==> config.mk <==
export PLATFORM = sky130hd
export DESIGN_NAME = cau_front
export DESIGN_NICKNAME = d
export VERILOG_FILES = /design/src/design/cau_pkg.sv /design/src/design/cau_front.sv
export SDC_FILE = /design/constraint.sdc
export NUM_CORES = 1
export LEC_CHECK = 0
export BUFFER_PORTS_ARGS = -buffer_cell sky130_fd_sc_hd__buf_2
export CAP_MARGIN = 30
export CORE_UTILIZATION = 28
export CTS_BUF_LIST = sky130_fd_sc_hd__clkbuf_8
export DETAILED_ROUTE_END_ITERATION = 8
export MAX_ROUTING_LAYER = met4
export PLACE_DENSITY_LB_ADDON = 0.3
export SLEW_MARGIN = 20
export SYNTH_ARGS = -nofsm -noshare
export SYNTH_HDL_FRONTEND = slang
export SYNTH_SLANG_ARGS = --single-unit
export TNS_END_PERCENT = 5
==> constraint.sdc <==
create_clock -name clk -period 10.1 [get_ports clk]
set_clock_uncertainty 0.2 [all_clocks]
set_input_delay 1.01 -clock clk [delete_from_list [all_inputs] [get_ports clk]]
set_output_delay 1.01 -clock clk [all_outputs]
set_load 0.02 [all_outputs]
==> src/design/cau_pkg.sv <==
package cau_pkg;

  // Default number of fraction bits and depth of the queue between the halves.
  localparam int FRAC_BITS_DEF  = 16;
  localparam int FIFO_DEPTH_DEF = 2;

  // Operation codes; unused request codes are folded onto OP_NONE.
  localparam logic [2:0] OP_ADD  = 3'd0;
  localparam logic [2:0] OP_SUB  = 3'd1;
  localparam logic [2:0] OP_MUL  = 3'd2;
  localparam logic [2:0] OP_DIV  = 3'd3;
  localparam logic [2:0] OP_MAG  = 3'd4;
  localparam logic [2:0] OP_NONE = 3'd7;

  // Result status codes.
  localparam logic [1:0] ST_OK   = 2'd0;
  localparam logic [1:0] ST_DIV0 = 2'd1;
  localparam logic [1:0] ST_SAT  = 2'd2;

  localparam logic [31:0] SAT_MAX = 32'h7fff_ffff;
  localparam logic [31:0] SAT_MIN = 32'h8000_0000;

  typedef struct packed {
    logic [2:0]         req_type;
    logic signed [31:0] a_re;
    logic signed [31:0] a_im;
    logic signed [31:0] b_re;
    logic signed [31:0] b_im;
  } cau_in_t;

  typedef struct packed {
    logic signed [31:0] res_re;
    logic signed [31:0] res_im;
    logic [1:0]         status;
  } cau_out_t;

  // Classified transaction as it travels from the front end to the back end.
  typedef struct packed {
    logic [2:0]         op;
    logic               dz;
    logic signed [31:0] a_re;
    logic signed [31:0] a_im;
    logic signed [31:0] b_re;
    logic signed [31:0] b_im;
  } cau_item_t;

  // One saturated result part with its overflow flag.
  typedef struct packed {
    logic        sat;
    logic [31:0] val;
  } cau_part_t;

  // State of one transaction inside the bit-serial divider and root stages.
  typedef struct packed {
    logic [2:0]  op;
    logic        dz;
    logic        ovf_re;
    logic        ovf_im;
    logic        neg_re;
    logic        neg_im;
    logic [63:0] rem_re;
    logic [63:0] rem_im;
    logic [31:0] lo_re;
    logic [31:0] lo_im;
    logic [31:0] q_re;
    logic [31:0] q_im;
    logic [63:0] den;
    logic [63:0] sv;
    logic [34:0] srem;
    logic [31:0] sroot;
    cau_out_t    pre;
  } cau_lane_t;

  // Saturates a 33-bit two's complement sum into 32 bits.
  function automatic cau_part_t sat_s33(input logic [32:0] x);
    cau_part_t r;
    r.sat = x[32] != x[31];
    if (r.sat) begin
      r.val = x[32] ? SAT_MIN : SAT_MAX;
    end else begin
      r.val = x[31:0];
    end
    return r;
  endfunction

  // Applies a sign to a magnitude and saturates; big marks a magnitude past 32 bits.
  function automatic cau_part_t sat_mag(input logic neg, input logic [31:0] q,
                                        input logic big);
    cau_part_t r;
    r.sat = big || (!neg && q[31]) || (neg && (q > SAT_MIN));
    if (r.sat) begin
      r.val = neg ? SAT_MIN : SAT_MAX;
    end else begin
      r.val = neg ? (~q + 32'd1) : q;
    end
    return r;
  endfunction

endpackage

==> src/design/cau_front.sv <==
module cau_front (
  input  logic              clk,
  input  logic              rst_n,
  input  logic              start,
  output logic              busy,
  input  cau_pkg::cau_in_t  in_item,
  output logic              push,
  output cau_pkg::cau_item_t push_item,
  input  logic              full
);
  import cau_pkg::*;

  logic      vld_r, vld_nxt;
  cau_item_t item_r, item_nxt;
  logic      load;

  assign push      = vld_r && !full;
  assign busy      = vld_r && full;
  assign load      = start && !busy;
  assign push_item = item_r;

  // Classification of the incoming transaction.
  always_comb begin
    item_nxt.a_re = in_item.a_re;
    item_nxt.a_im = in_item.a_im;
    item_nxt.b_re = in_item.b_re;
    item_nxt.b_im = in_item.b_im;
    item_nxt.dz   = (in_item.b_re == 32'sd0) && (in_item.b_im == 32'sd0);
    case (in_item.req_type)
      OP_ADD, OP_SUB, OP_MUL, OP_DIV, OP_MAG: item_nxt.op = in_item.req_type;
      default:                                item_nxt.op = OP_NONE;
    endcase
  end

  // The holding register empties on a push and refills on an accepted transaction.
  always_comb begin
    vld_nxt = vld_r;
    if (load) begin
      vld_nxt = 1'b1;
    end else if (push) begin
      vld_nxt = 1'b0;
    end
  end

  always_ff @(posedge clk) begin
    if (!rst_n) begin
      vld_r <= 1'b0;
    end else begin
      vld_r <= vld_nxt;
    end
  end

  always_ff @(posedge clk) begin
    if (load) begin
      item_r <= item_nxt;
    end
  end

endmodule

==> out/results.env <==
TOTALNEGATIVESETUPSLACK_PS=0
DPL_WORST_SLACK_PS=7367
GRT_MAX_DEGREE=68
WORST_PATH_DOMINANT_CELL_FAMILY='buffers and inverters'
DRT-VIAS-PER-INSTANCE=4.114
PATH_CELLS='buf_2 -> and2_1 -> buf_2'
HOLD_PATH_END='vld_r'
POST_SYNTH_INST_COUNT=161
ACHIEVABLE-FREQUENCY_MHz=370.7
SETUP_VIOL=0
GRT_FIRST_PASS_WIRELENGTH_UM=13630
GP_ROUTABILITY_CONGESTION=0.6977
POST_LAYOUT_NONFILLER_INSTANCES=647
SYNTH_TOP_AREA_SHARE_PCT=94.99
WORST_HOLD_STARTPOINT='vld_r'
SETUP.REG_TO_REG.WORST_SLACK_PS=8220
MIN_PERIOD_OVER_PERIOD_PCT=26.71
WORST_SKEW_PAIR.LATE_LATENCY_PS=420
CPMAXSTAGEDELAYCELL='sky130_fd_sc_hd__and2_1'
CRITICAL_PATH_CLASS='input pin to output pin'
REG2REGPATHDEPTH=3
SYNTH-WARNING-COUNT=0
POWERDENSITY_mW_PER_MM2=185.5
FLOORPLAN.DIE.WIDTH_UM=124.1
DRT_WL_TOTAL_UM=10110
RSZ0062_AT_GRT='false'
SETUP_SLACK_PS=7403
CTS-BUFFERS-INSERTED=17
MAX-VDD-IR-DROP_mV=0.07374
DRT.ANTENNA.VIOLATING_NETS=0
TIMING_HOLD_VIOLATIONS_FINAL=0
CRIT-REG2REG-CAPTURE='push_item[44]'
SYNTHTOPCELLSBYAREA='sky130_fd_sc_hd__edfxtp_1 95%, sky130_fd_sc_hd__nor4_1 2.2%, sky130_fd_sc_hd__nand4_1 0.60%'
HOLD_PATH_CLASS='register to register'
ROOT_BUFFER='sky130_fd_sc_hd__clkbuf_8'
CP.ARRIVAL_PS=1490
PLACEMENT.CELL_AREA_MM2=0.005763
CLOCK_TREE.BUFFER_DEPTH=2
POST-PLACE-CELLS=614
CTS_TREE='yes'
SYNTH_FP_NETS=296
GRT-OVFL-TOTAL=0
AVGSYNTHCELLAREA_UM2=25.92
LAYOUT_COMMONEST_CELL='sky130_fd_sc_hd__buf_2'
REPORT.POWER.TOTAL_mW=1.127
POST_CTS_RESIZED=0
POST_DRT_WL_PER_CELL_UM=15.63
CRITICAL_PATH_BUF_INV_COUNT=2
WORST_PATH_LARGEST_CELL_DELAY_PS=200
OVERALL_DIE_HEIGHT_UM=124.1
TOTAL_GRT_USAGE_PCT=12.99
TIMING.CRITICAL_PATH.FANOUT_MAX=3
CLOCK_SINKS=133
WORST-SLEW-PIN-TRANSITION_PS=857.5
CLKSLEWWORSTSETUPHOLDPATHS_PS=70
PORT_BUFFERS=268
CP-END-KIND='output pin'
IO_PINS=269
WORST-ENDPOINT-REQUIRED_PS=8890
DR.PASS1.ITERS=4
LEAKAGEPOWER_nW=2.556
MOST-COMMON-LAYOUT-CELLS='268 x sky130_fd_sc_hd__buf_2, 132 x sky130_fd_sc_hd__edfxtp_1, 17 x sky130_fd_sc_hd__clkbuf_8'
AREAGROWTHSYNTHTOFINISH_PCT=45.64
INITIAL_UTILIZATION_PCT=28.71
POST_SYNTH_INSTANCE_AREA_MM2=0.004173
SYNTH_TOP_AREA_CELL='sky130_fd_sc_hd__edfxtp_1'
SYNTH.FF_LATCH_COUNT=133
HTREE_NUM_LEVELS=4
CAP_VIOL_MAX_COUNT=0
CP-START-KIND='input pin'
POST-CTS-SETUP-BUFFERS=0
TIMING_MAX_TRANSITION_VIOLATIONS_FINAL=0
ANTENNA_FOUND_INITIAL=1
CTSHOLDBUFFERS=0
POST-ROUTE-MIN-PERIOD_PS=2697
CP_COMMON_CELL='sky130_fd_sc_hd__buf_2'
DR.FIRST_ITER.DRC_COUNT=167
DIE_FOOTPRINT_MM2=0.01539
CORE_AREA_MM2=0.01453
OUTCOME='finished clean'
MIN_PATH_CELLS=2
SYNTH_CELL_TYPE_COUNT=10
WORST_SLEW_MARGIN_REL_PCT=42.83
VIAS=2662
FINISH.NET_COUNT=584
PLACEMENT_ROWS=44
DRT_DRC_VIOLATIONS_LEFT=0
FIN_AREA_MM2=0.006077
FINAL_LAYOUT_SIZE_SUFFIX_GT1_SHARE_PCT=64.50
WORSTREG2REGSTART='vld_r'
GRT_PASS1_VIAS=2608
POST-DP-HPWL_UM=7659
SEQ_AREA_FRAC_SYNTH_PCT=95.47
[per-stage QoR]
| stage | util (%) | hold slack, ps |
|---|---|---|
| 6_report | 41.81 | 479.4 |
| 4_1_cts | 41.80 | 481.4 |
| 2_1_floorplan | - | 513.0 |
| 5_1_grt | 41.81 | 510.6 |
| 3_5_place_dp | 39.65 | 463.5 |
| 3_3_place_gp | 39.65 | 442.7 |
[worst min-delay path, stage by stage (launching register included)]
cell and delay (ps):
sky130_fd_sc_hd__dfxtp_1 320, sky130_fd_sc_hd__and2_1 200, sky130_fd_sc_hd__o21a_1 130
[worst max-delay path by stage]
stage | from | endpoint | depth (start not counted)
after global placement | full | busy | 3
after floorplan | full | push_item[0] | 2
after CTS | full | busy | 3
final | full | busy | 3
after detailed placement | full | push_item[90] | 4
after global routing | full | busy | 3
[routing by layer]
layer	vias up	GRT usage [%]	wire length [µm]
met4	0	6.473	152
met3	10	5.311	1041
met5	-	-	0
met2	157	20.41	4964
met1	1241	14.20	3953
li1	1254	-	-
[layout make-up]
class                      instances  area (µm²)
multi-input combinational         27       192.7
timing repair buffer             270        1356
sequential                       133        3984
antenna                            1       2.502
tap                              184       230.2
clock inverter                    15       77.57
clock buffer                      17       234.0
fill                            1396        8457
[state kept, by name (all words and copies together) (netlist names)]
signal,flops
vld_r,1
push_item,132
[report_power, final]
group          internal, mW  leakage [nW]  switching [mW]
Combinational        0.0404          1.10          0.0765
Sequential            0.646          1.28         0.00744
Clock                 0.161         0.168           0.196
[synth_stat cells (all sizes together)]
| cell | count |
|---|---|
| o21a | 1 |
| dfxtp | 1 |
| and2 | 1 |
| nand4 | 4 |
| nor4 | 17 |
| clkbuf | 1 |
| nor2b | 2 |
| edfxtp | 132 |
| a21o | 2 |
[cells by family after synthesis]
| family | count (synthesis) | share of synthesized area [%] |
|---|---|---|
| and+or+nand+nor | 24 | 3.898 |
| AOI/OAI and AO/OA | 3 | 0.5397 |
| DFF | 133 | 95.47 |
| buffers and inverters | 1 | 0.08987 |
(Power assumes the default switching activity.)
