<file path="config.mk">
export PLATFORM = sky130hd
export DESIGN_NAME = cau_fifo
export DESIGN_NICKNAME = d
export VERILOG_FILES = /design/src/design/cau_pkg.sv /design/src/design/cau_fifo.sv
export SDC_FILE = /design/constraint.sdc
export NUM_CORES = 1
export LEC_CHECK = 0
export ABC_AREA = 1
export ABC_CLOCK_PERIOD_IN_PS = 17700
export BUFFER_PORTS_ARGS = -buffer_cell sky130_fd_sc_hd__buf_2
export CAP_MARGIN = 25
export CORE_MARGIN = 10
export CORE_UTILIZATION = 56
export DETAILED_ROUTE_END_ITERATION = 8
export HOLD_SLACK_MARGIN = 0.02
export PLACE_DENSITY = 0.95
export SYNTH_ARGS = -nofsm -noshare
export SYNTH_HDL_FRONTEND = slang
export SYNTH_SLANG_ARGS = --single-unit
export TNS_END_PERCENT = 50
</file>
<file path="constraint.sdc">
create_clock -name clk -period 17.7 [get_ports clk]
set_clock_uncertainty 0.05 [all_clocks]
set_input_delay 2.655 -clock clk [delete_from_list [all_inputs] [get_ports clk]]
set_output_delay 2.655 -clock clk [all_outputs]
set_load 0.03 [all_outputs]
</file>
<file path="src/design/cau_pkg.sv">
package cau_pkg;

  // Default number of fraction bits and depth of the queue between the halves.
  localparam int FRAC_BITS_DEF  = 16;
  localparam int FIFO_DEPTH_DEF = 2;

  // Operation codes; unused request codes are folded onto OP_NONE.
  localparam logic [2:0] OP_ADD  = 3'd0;
  localparam logic [2:0] OP_SUB  = 3'd1;
  localparam logic [2:0] OP_MUL  = 3'd2;
  localparam logic [2:0] OP_DIV  = 3'd3;
  localparam logic [2:0] OP_MAG  = 3'd4;
  localparam logic [2:0] OP_NONE = 3'd7;

  // Result status codes.
  localparam logic [1:0] ST_OK   = 2'd0;
  localparam logic [1:0] ST_DIV0 = 2'd1;
  localparam logic [1:0] ST_SAT  = 2'd2;

  localparam logic [31:0] SAT_MAX = 32'h7fff_ffff;
  localparam logic [31:0] SAT_MIN = 32'h8000_0000;

  typedef struct packed {
    logic [2:0]         req_type;
    logic signed [31:0] a_re;
    logic signed [31:0] a_im;
    logic signed [31:0] b_re;
    logic signed [31:0] b_im;
  } cau_in_t;

  typedef struct packed {
    logic signed [31:0] res_re;
    logic signed [31:0] res_im;
    logic [1:0]         status;
  } cau_out_t;

  // Classified transaction as it travels from the front end to the back end.
  typedef struct packed {
    logic [2:0]         op;
    logic               dz;
    logic signed [31:0] a_re;
    logic signed [31:0] a_im;
    logic signed [31:0] b_re;
    logic signed [31:0] b_im;
  } cau_item_t;

  // One saturated result part with its overflow flag.
  typedef struct packed {
    logic        sat;
    logic [31:0] val;
  } cau_part_t;

  // State of one transaction inside the bit-serial divider and root stages.
  typedef struct packed {
    logic [2:0]  op;
    logic        dz;
    logic        ovf_re;
    logic        ovf_im;
    logic        neg_re;
    logic        neg_im;
    logic [63:0] rem_re;
    logic [63:0] rem_im;
    logic [31:0] lo_re;
    logic [31:0] lo_im;
    logic [31:0] q_re;
    logic [31:0] q_im;
    logic [63:0] den;
    logic [63:0] sv;
    logic [34:0] srem;
    logic [31:0] sroot;
    cau_out_t    pre;
  } cau_lane_t;

  // Saturates a 33-bit two's complement sum into 32 bits.
  function automatic cau_part_t sat_s33(input logic [32:0] x);
    cau_part_t r;
    r.sat = x[32] != x[31];
    if (r.sat) begin
      r.val = x[32] ? SAT_MIN : SAT_MAX;
    end else begin
      r.val = x[31:0];
    end
    return r;
  endfunction

  // Applies a sign to a magnitude and saturates; big marks a magnitude past 32 bits.
  function automatic cau_part_t sat_mag(input logic neg, input logic [31:0] q,
                                        input logic big);
    cau_part_t r;
    r.sat = big || (!neg && q[31]) || (neg && (q > SAT_MIN));
    if (r.sat) begin
      r.val = neg ? SAT_MIN : SAT_MAX;
    end else begin
      r.val = neg ? (~q + 32'd1) : q;
    end
    return r;
  endfunction

endpackage

</file>
<file path="src/design/cau_fifo.sv">
module cau_fifo #(
  parameter int DEPTH = cau_pkg::FIFO_DEPTH_DEF
) (
  input  logic               clk,
  input  logic               rst_n,
  input  logic               push,
  input  cau_pkg::cau_item_t push_item,
  output logic               full,
  output logic               pop_vld,
  input  logic               pop,
  output cau_pkg::cau_item_t pop_item
);
  import cau_pkg::*;

  localparam int PTR_W = (DEPTH > 1) ? $clog2(DEPTH) : 1;
  localparam int CNT_W = $clog2(DEPTH + 1);

  cau_item_t        mem_r [DEPTH];
  logic [PTR_W-1:0] wr_ptr_r, wr_ptr_nxt;
  logic [PTR_W-1:0] rd_ptr_r, rd_ptr_nxt;
  logic [CNT_W-1:0] cnt_r, cnt_nxt;
  logic             do_push, do_pop;

  assign full     = cnt_r == CNT_W'(DEPTH);
  assign pop_vld  = cnt_r != '0;
  assign do_push  = push && !full;
  assign do_pop   = pop && pop_vld;
  assign pop_item = mem_r[rd_ptr_r];

  // Pointer and fill count updates with wrap at the queue depth.
  always_comb begin
    wr_ptr_nxt = wr_ptr_r;
    rd_ptr_nxt = rd_ptr_r;
    cnt_nxt    = cnt_r;
    if (do_push) begin
      wr_ptr_nxt = (wr_ptr_r == PTR_W'(DEPTH - 1)) ? '0 : wr_ptr_r + 1'b1;
    end
    if (do_pop) begin
      rd_ptr_nxt = (rd_ptr_r == PTR_W'(DEPTH - 1)) ? '0 : rd_ptr_r + 1'b1;
    end
    if (do_push && !do_pop) begin
      cnt_nxt = cnt_r + 1'b1;
    end else if (!do_push && do_pop) begin
      cnt_nxt = cnt_r - 1'b1;
    end
  end

  always_ff @(posedge clk) begin
    if (!rst_n) begin
      wr_ptr_r <= '0;
      rd_ptr_r <= '0;
      cnt_r    <= '0;
    end else begin
      wr_ptr_r <= wr_ptr_nxt;
      rd_ptr_r <= rd_ptr_nxt;
      cnt_r    <= cnt_nxt;
    end
  end

  always_ff @(posedge clk) begin
    if (do_push) begin
      mem_r[wr_ptr_r] <= push_item;
    end
  end

endmodule

</file>
==> results of run 1 <==
[placed cells by master (no fill, tap or decap)]
cell type	instances
sky130_fd_sc_hd__buf_2	269
sky130_fd_sc_hd__edfxtp_1	264
sky130_fd_sc_hd__mux2_4	80
sky130_fd_sc_hd__mux2_2	52
sky130_fd_sc_hd__clkbuf_16	27
sky130_fd_sc_hd__inv_1	8
sky130_fd_sc_hd__nand2_1	7
sky130_fd_sc_hd__nor2_1	7
sky130_fd_sc_hd__bufinv_16	7
sky130_fd_sc_hd__buf_4	6
sky130_fd_sc_hd__clkinv_2	5
sky130_fd_sc_hd__clkinv_1	4
sky130_fd_sc_hd__dfxtp_1	4
sky130_fd_sc_hd__o21ai_0	3
sky130_fd_sc_hd__clkbuf_1	3
sky130_fd_sc_hd__nor2_4	2
sky130_fd_sc_hd__diode_2	1
sky130_fd_sc_hd__o21a_1	1
sky130_fd_sc_hd__a21oi_1	1
sky130_fd_sc_hd__nand3_1	1
sky130_fd_sc_hd__nand4_1	1
sky130_fd_sc_hd__ha_1	1
sky130_fd_sc_hd__dfxtp_4	1
sky130_fd_sc_hd__inv_6	1
sky130_fd_sc_hd__buf_16	1
[sequential cells by signal (all words and copies together), names as in the netlist, named ones only]
name / flops
cnt_r: 2
mem_r: 264
rd_ptr_r: 1
wr_ptr_r: 1
[kinds of logic (layout without fill, tap and decap cells)]
group	count (synthesis)	count (layout)	synth area share [%]
simple gates	18	18	0.706
mux	132	132	17.7
compound gates	5	5	0.273
fa+ha+maj	1	1	0.124
buf+inv	23	331	1.70
flops	269	269	79.5
other cells	0	1	0
[path summary, 6_finish.rpt]
kind	endpoint	slack (ns)	depth (start not counted)
max	pop_item[116]	11.57	4
min	flip-flop	0.46	2
max reg2reg	mem_r[0][58]$_DFFE_PP_	15.60	4
min reg2reg	flip-flop	0.46	2
[critical path, stage by stage (launching register included)]
cell and delay (ns):
sky130_fd_sc_hd__dfxtp_4 0.72, sky130_fd_sc_hd__buf_4 0.66, sky130_fd_sc_hd__buf_4 0.81, sky130_fd_sc_hd__mux2_2 0.42, sky130_fd_sc_hd__buf_2 0.18
[per-stage QoR]
stage | power (mW) | std cells | area, sq um | hold slack (ns)
floorplan | 1.28 | 448 | 10100 | 0.417
global placement | 1.39 | 937 | 11700 | 0.428
detailed placement | 1.41 | 938 | 11700 | 0.433
CTS | 2.01 | 985 | 12600 | 0.461
global route | 2.06 | 986 | 12600 | 0.502
finish | 1.98 | 986 | 12600 | 0.463
[area by class of cell]
| class | count | area (sq um) | share of cell area [%] |
|---|---|---|---|
| multi-input cells | 156 | 1910 | 15.1 |
| diodes | 1 | 2.50 | 0.0198 |
| flip-flops and latches | 269 | 8030 | 63.6 |
| clock buffers | 30 | 687 | 5.44 |
| repair buffers | 276 | 1420 | 11.2 |
| clock inverters | 17 | 259 | 2.05 |
| inverters | 8 | 30.0 | 0.238 |
| well taps | 229 | 287 | 2.27 |
[routing by layer]
| layer | global-route usage, % | up-vias |
|---|---|---|
| li1 | - | 2335 |
| met1 | 18.1 | 2509 |
| met2 | 28.8 | 223 |
| met3 | 6.16 | 39 |
| met4 | 5.08 | 2 |
| met5 | 0 | - |
[power breakdown]
part	internal, mW	switching (mW)
clock	0.379	0.219
sequential	0.807	0.0334
combinational	0.200	0.347
==> results list, run 1 <==
- The via count of the first global-routing pass came to 5,597.
- Clock tree synthesis inserted a total of 27 buffers.
* Count of port buffers added during placement: 269
- Initial antenna violation count: 2
* Later-pin clock latency in the skew report: 0.52 ns
- The synthesized design contains 269 register bits.
* Leading post-synthesis cells by instance count: sky130_fd_sc_hd__edfxtp_1, sky130_fd_sc_hd__mux2_4, sky130_fd_sc_hd__mux2_2
- Measured along the y axis, the die boundary spans 154 microns.
* DRC violation count after routing: 0
* Chip width: 154 microns
- The area growth from synthesis to layout is 25.1%.
* Global placement routability congestion: 0.820
- Of all nets on the critical path, the largest fanout is 53.
* Detailed Route WL: 20,800 microns
* Total congestion overflow after global routing: 0
- Starting utilization of the core area: 56.6%
- Detail Route met2 WL: 10,800 microns
- After clock tree synthesis, the clock-pin slew on the worst setup and hold paths is 0.06 ns.
- Worst reg2reg startpoint: cnt_r[1]$_SDFFE_PN0P_
- Total negative slack for setup checks: 0 ns
* Sequential fraction of the synthesis area: 79.5%
* Filler Cells Inserted: 1,080
* Lkg Pwr: 4.93 nW
* Final core utilization: 70.8%
- The worst setup path is of the flip-flop to output pin kind.
- Count of distinct cell types in the synthesized netlist: 16
* CTS root buf: sky130_fd_sc_hd__clkbuf_16
- Total core area: 17,800 sq um
* Nature of the critical path endpoint: output pin
- The longest clock path from root to sink contains 3 buffers.
- Hold buffer count at cts: 0
- Cell type with the largest total area after synthesis: sky130_fd_sc_hd__edfxtp_1
* Number of rows in the core area: 49
* Number of endpoints failing setup at the final stage: 0
* Detailed-route vias per instance: 5.18
* Half-perimeter wire length after placement: 14,700 microns
* Worst Max-Slew Pin Slew: 0.950 ns
- STA puts the critical path data arrival time at 3.43 ns.
- Unrepaired setup endpoints after global routing: no
- Across every metal layer, demand over resource in global routing totals 16.4%.
- STA classifies the critical path startpoint as a flip-flop.
- After clock tree synthesis, the setup repair step added 0 buffers.
- Entering global routing, the biggest net connects 71 pins.
- Counting I/O delays and the setup requirement, the final critical path takes 6.13 ns.
- The first global-routing pass estimated 31,200 microns of wire.
- Path class of the lowest-slack min-delay path: flip-flop to flip-flop
- Power spread over the standard cell area amounts to 157 nW/um^2.
* Number of slew-limit violations in the final report: 0
- Maximum ir drop on the vdd rail: 0.000130 V
- After synthesis, the share of flip-flops with an asynchronous set or reset is 0%.
- Post-synthesis instance total: 448
- Outcome: completed
- CTS sink count: 269
- Fin crit share: 34.6%
- Synthesis produced a netlist with a net count of 585.
* Slew margin rel.: 36.6%
* Number of synthesis warnings: 0
- Remaining number of nets flagged by the antenna check after routing: 0
- In the detailed route, the total length drawn on met3 is 1910 microns.
* Post-synthesis instance area: 10,100 sq um
- By area the synthesized netlist is led by sky130_fd_sc_hd__edfxtp_1, sky130_fd_sc_hd__mux2_4, sky130_fd_sc_hd__mux2_2.
- In the synthesized netlist the dominant register cell turns out to be sky130_fd_sc_hd__edfxtp_1.
- In the final layout, the share of cells above drive strength 1 is 59.7%.
- Final routed wire length divided by cell count: 21.1 microns
- EDFF count, synth: 264
- For this run, the post-layout net count is 875.
* Metal-1 WL: 7640 microns
- First-iteration detailed-routing DRC count: 246
- DRT Pass-1 Iters: 6
* Mean area per synthesized cell: 22.5 sq um
* Minimum setup slack after placement: 12.10 ns
- In this run the number of H-tree levels came out at 1.
* DIE AREA: 23,800 sq um
* Max-capacitance violation count: 0
* Final-report hold violation count: 0
- Data required, critical path: 15.00 ns
- The startpoint identified for the worst hold timing path is rd_ptr_r$_SDFFE_PN0P_.
- Setup slack after layout: 11.57 ns
- CTS tree: built
- 270 I/O pins were placed.
* Resized cells post-CTS: 0
- Across all layers, the routed design uses 5,108 vias.
* Most numerous cell in the Yosys netlist: sky130_fd_sc_hd__edfxtp_1
* Maximum clock frequency: 163 MHz
- Highest layer used for signal routing: met5
- After synthesis, the largest area contributor takes up 78.5% of total cell area.
(Power assumes the default switching activity.)
==> run 2, diff against run 1 <==
Settings changed: ABC_CLOCK_PERIOD_IN_PS 17700 to 5600, CORE_UTILIZATION 56 to 47, PLACE_DENSITY 0.95 to 0.86.
Clock period 17.7 ns to 5.6 ns, I/O delays scaled along.
==> run 2 against run 1 <==
Against the previous run:
- highest routed layer unchanged
- hold slack worse by 0.0024 ns
- critical path type unchanged
- sequential power increased to 3.1 times the previous value
- die area increased by 17%
- combinational power rose to 3.2 times the previous value
- final cell count increased by 5.1%
==> results list, run 2 (same netlist as run 1, synthesis figures left out) <==
* Outcome: completed
* DIE AREA: 27,700 sq um (+17%)
- The area inside the core boundary was 21,100 sq um (+18%).
* Commonest cells after routing, fill and taps aside: sky130_fd_sc_hd__buf_2, sky130_fd_sc_hd__edfxtp_1, sky130_fd_sc_hd__mux2_4
- The DRC marker count from the first detailed-route iteration was 272 (+11%).
- Critical Path Start Type: flip-flop
* Chip Height: 167 microns (+8.0%)
- Resized cells post-CTS: 0 (unchanged)
- Setup repair after global routing left no endpoint under its margin.
* Hold buffer count at cts: 0 (unchanged)
* Slew margin rel.: 35.9% (-0.69 points)
- The tightest min-delay check is of the input port to flip-flop type.
- Number of buffers added by the clock tree synthesis step: 26 (-3.7%)
* DRT Pass-1 Iters: 4 (-2)
* Number of vias in the routed layout: 5,039 (-1.4%)
- Via count of the first global-routing pass: 5,561 (-0.64%)
- Number of endpoints failing setup at the final stage: 0 (unchanged)
- The post-detailed-placement half-perimeter wirelength is 14,300 microns (-2.3%).
* Minimum clock period: 3.15 ns
- Count of port buffers added during placement: 269 (unchanged)
- The starting density of the core came to 47.9% (-8.7 points).
- Maximum number of pins on one net before global-route repair: 133 (+87%)
* Remaining number of nets flagged by the antenna check after routing: 0 (unchanged)
* Total negative slack for setup checks: 0 ns (unchanged)
- Leaving out fill and tap cells, the most frequent cell in the layout is sky130_fd_sc_hd__buf_2.
* Number of slew-limit violations in the final report: 0 (unchanged)
- The largest registers in the layout are mem_r (264), cnt_r (2).
- Critical Path AT: 2.26 ns (-1.17 ns)
- Clock transition at the registers of the reported paths: 0.06 ns (about the same)
* Worst hold slack: 0.461 ns (-0.00242 ns)
- Maximum clock frequency: 317 MHz
- Worst reg2reg startpoint: cnt_r[1]$_SDFFE_PN0P_
- CTS root buf: sky130_fd_sc_hd__clkbuf_16
- The floorplan die width is 167 microns (+8.0%).
- Int Power: 4.25 mW (+210%)
* Global placement routability congestion: 0.729 (-11%)
- The total wire length is 20,600 microns (-0.91%).
* Htree depth: 1 (unchanged)
- TritonCTS built the clock tree.
* Wire length of the first global-routing pass: 31,500 microns (+0.73%)
- Final net count: 874 (-0.11%)
- The switching power of the nets is 1.88 mW (+210%).
- The number of placement rows was 53 (+8.2%).
* Max-capacitance violation count: 0 (unchanged)
- Worst Max-Slew Pin Slew: 0.961 ns (+0.0104 ns)
* Later-pin clock latency in the skew report: 0.51 ns (about the same)
* Fin crit share: 56.3%
- Critical setup path kind: flip-flop to output pin
- The share of total power in sequential cells was 42.7% (+0.4 points).
- In this run the most critical hold path is launched from push_item[89].
- CTS sink count: 269 (unchanged)
- Combinational group share of total power: 28.9% (+1.4 points)
* Detailed-route vias per instance: 4.86 (-6.1%)
* Lkg Pwr: 4.88 nW (-1.0%)
- Register ranked first by flip-flop count: mem_r
- The number of antenna violations at the first check in global routing was 6 (+4).
* Maximum fanout count along the critical path: 132 (+150%)
- DRC violation count after routing: 0 (unchanged)
- The number of hold violations in the final report is 0 (unchanged).
- The final global-route overflow total is 0 (unchanged).
- Maximum ir drop on the vdd rail: 0.000365 V (+180%)
* Nature of the critical path endpoint: output pin
* Overall Global Routing Usage: 14.1% (-2.3 points)
- Final routed wire length divided by cell count: 19.9 microns (-5.7%)
- I/O pin total: 270 (unchanged)
- The area growth from synthesis to layout is 24.9%.
- The number of flip-flops under the largest register name was 264 (unchanged).
- The switching share of total power was 30.6% (+0.40 points).
- Share of layout cells above drive strength 1: 58.9% (-0.74 points)
* Number of buffers added for setup after CTS: 0 (unchanged)
- The clock share of power came to 28.4% (-1.7 points).
- Pwr dens: 486 nW/um^2 (+210%)
* Data required, critical path: 4.71 ns (-10.29 ns)
- The largest buffer count on any clock path is 3 (unchanged).
run 2: cell types whose count changed in the layout (fill, tap and decap cells not counted), sizes merged:
| cell | before | now |
|---|---|---|
| clkinvlp | 0 | 1 |
| inv | 9 | 8 |
| clkbuf | 30 | 38 |
| diode | 1 | 4 |
| clkinv | 9 | 5 |
| bufinv | 7 | 4 |
run 2: final cells by class:
| cell class | count | area [sq um] |
|---|---|---|
| antenna | 4 | 10.0 |
| clock buffer | 38 | 717 |
| clock inverter | 10 | 150 |
| fill | 1547 | 8480 |
| inverter | 8 | 30.0 |
| multi-input combinational | 156 | 1910 |
| sequential | 269 | 8030 |
| tap | 275 | 344 |
| timing repair buffer | 276 | 1410 |
run 2: worst max-delay path, stage by stage (launching register included):
cell,delay [ns]
sky130_fd_sc_hd__dfxtp_4,0.35
sky130_fd_sc_hd__buf_12,0.59
sky130_fd_sc_hd__mux2_2,0.43
sky130_fd_sc_hd__buf_2,0.19
run 2: final timing paths:
path	cells past startpoint	to	slack (ns)
setup / recovery	3	pop_item[4]	2.45
hold / removal	1	mem_r[1][89]$_DFFE_PP_	0.46
setup reg to reg	5	mem_r[0][129]$_DFFE_PP_	3.15
hold reg to reg	2	flip-flop	0.50
run 2: power by group through the flow:
stage	registers (mW)	logic, mW	clock network [mW]
after floorplan	2.70	1.33	0
after global placement	2.64	1.77	0
after CTS	2.62	1.80	1.79
after global routing	2.64	1.87	1.88
final	2.62	1.77	1.74
after detailed placement	2.66	1.79	0
run 2: per-stage QoR:
step,cell area (sq um),utilization [%],setup WS [ns],cells,power (mW)
after floorplan,10100,-,-1.55,448,4.03
after global placement,11700,55.6,2.73,984,4.41
after detailed placement,11700,55.6,2.67,984,4.45
after CTS,12600,59.7,2.49,1032,6.21
after global routing,12600,59.8,2.37,1036,6.39
final,12600,59.8,2.45,1036,6.13
run 2: layer usage:
layer	GRT usage, %	up-vias	wire (microns)
met3	5.20	44	1800
met1	16.4	2429	7860
met2	23.9	215	10500
met4	4.73	4	461
li1	-	2347	-
met5	0	-	21
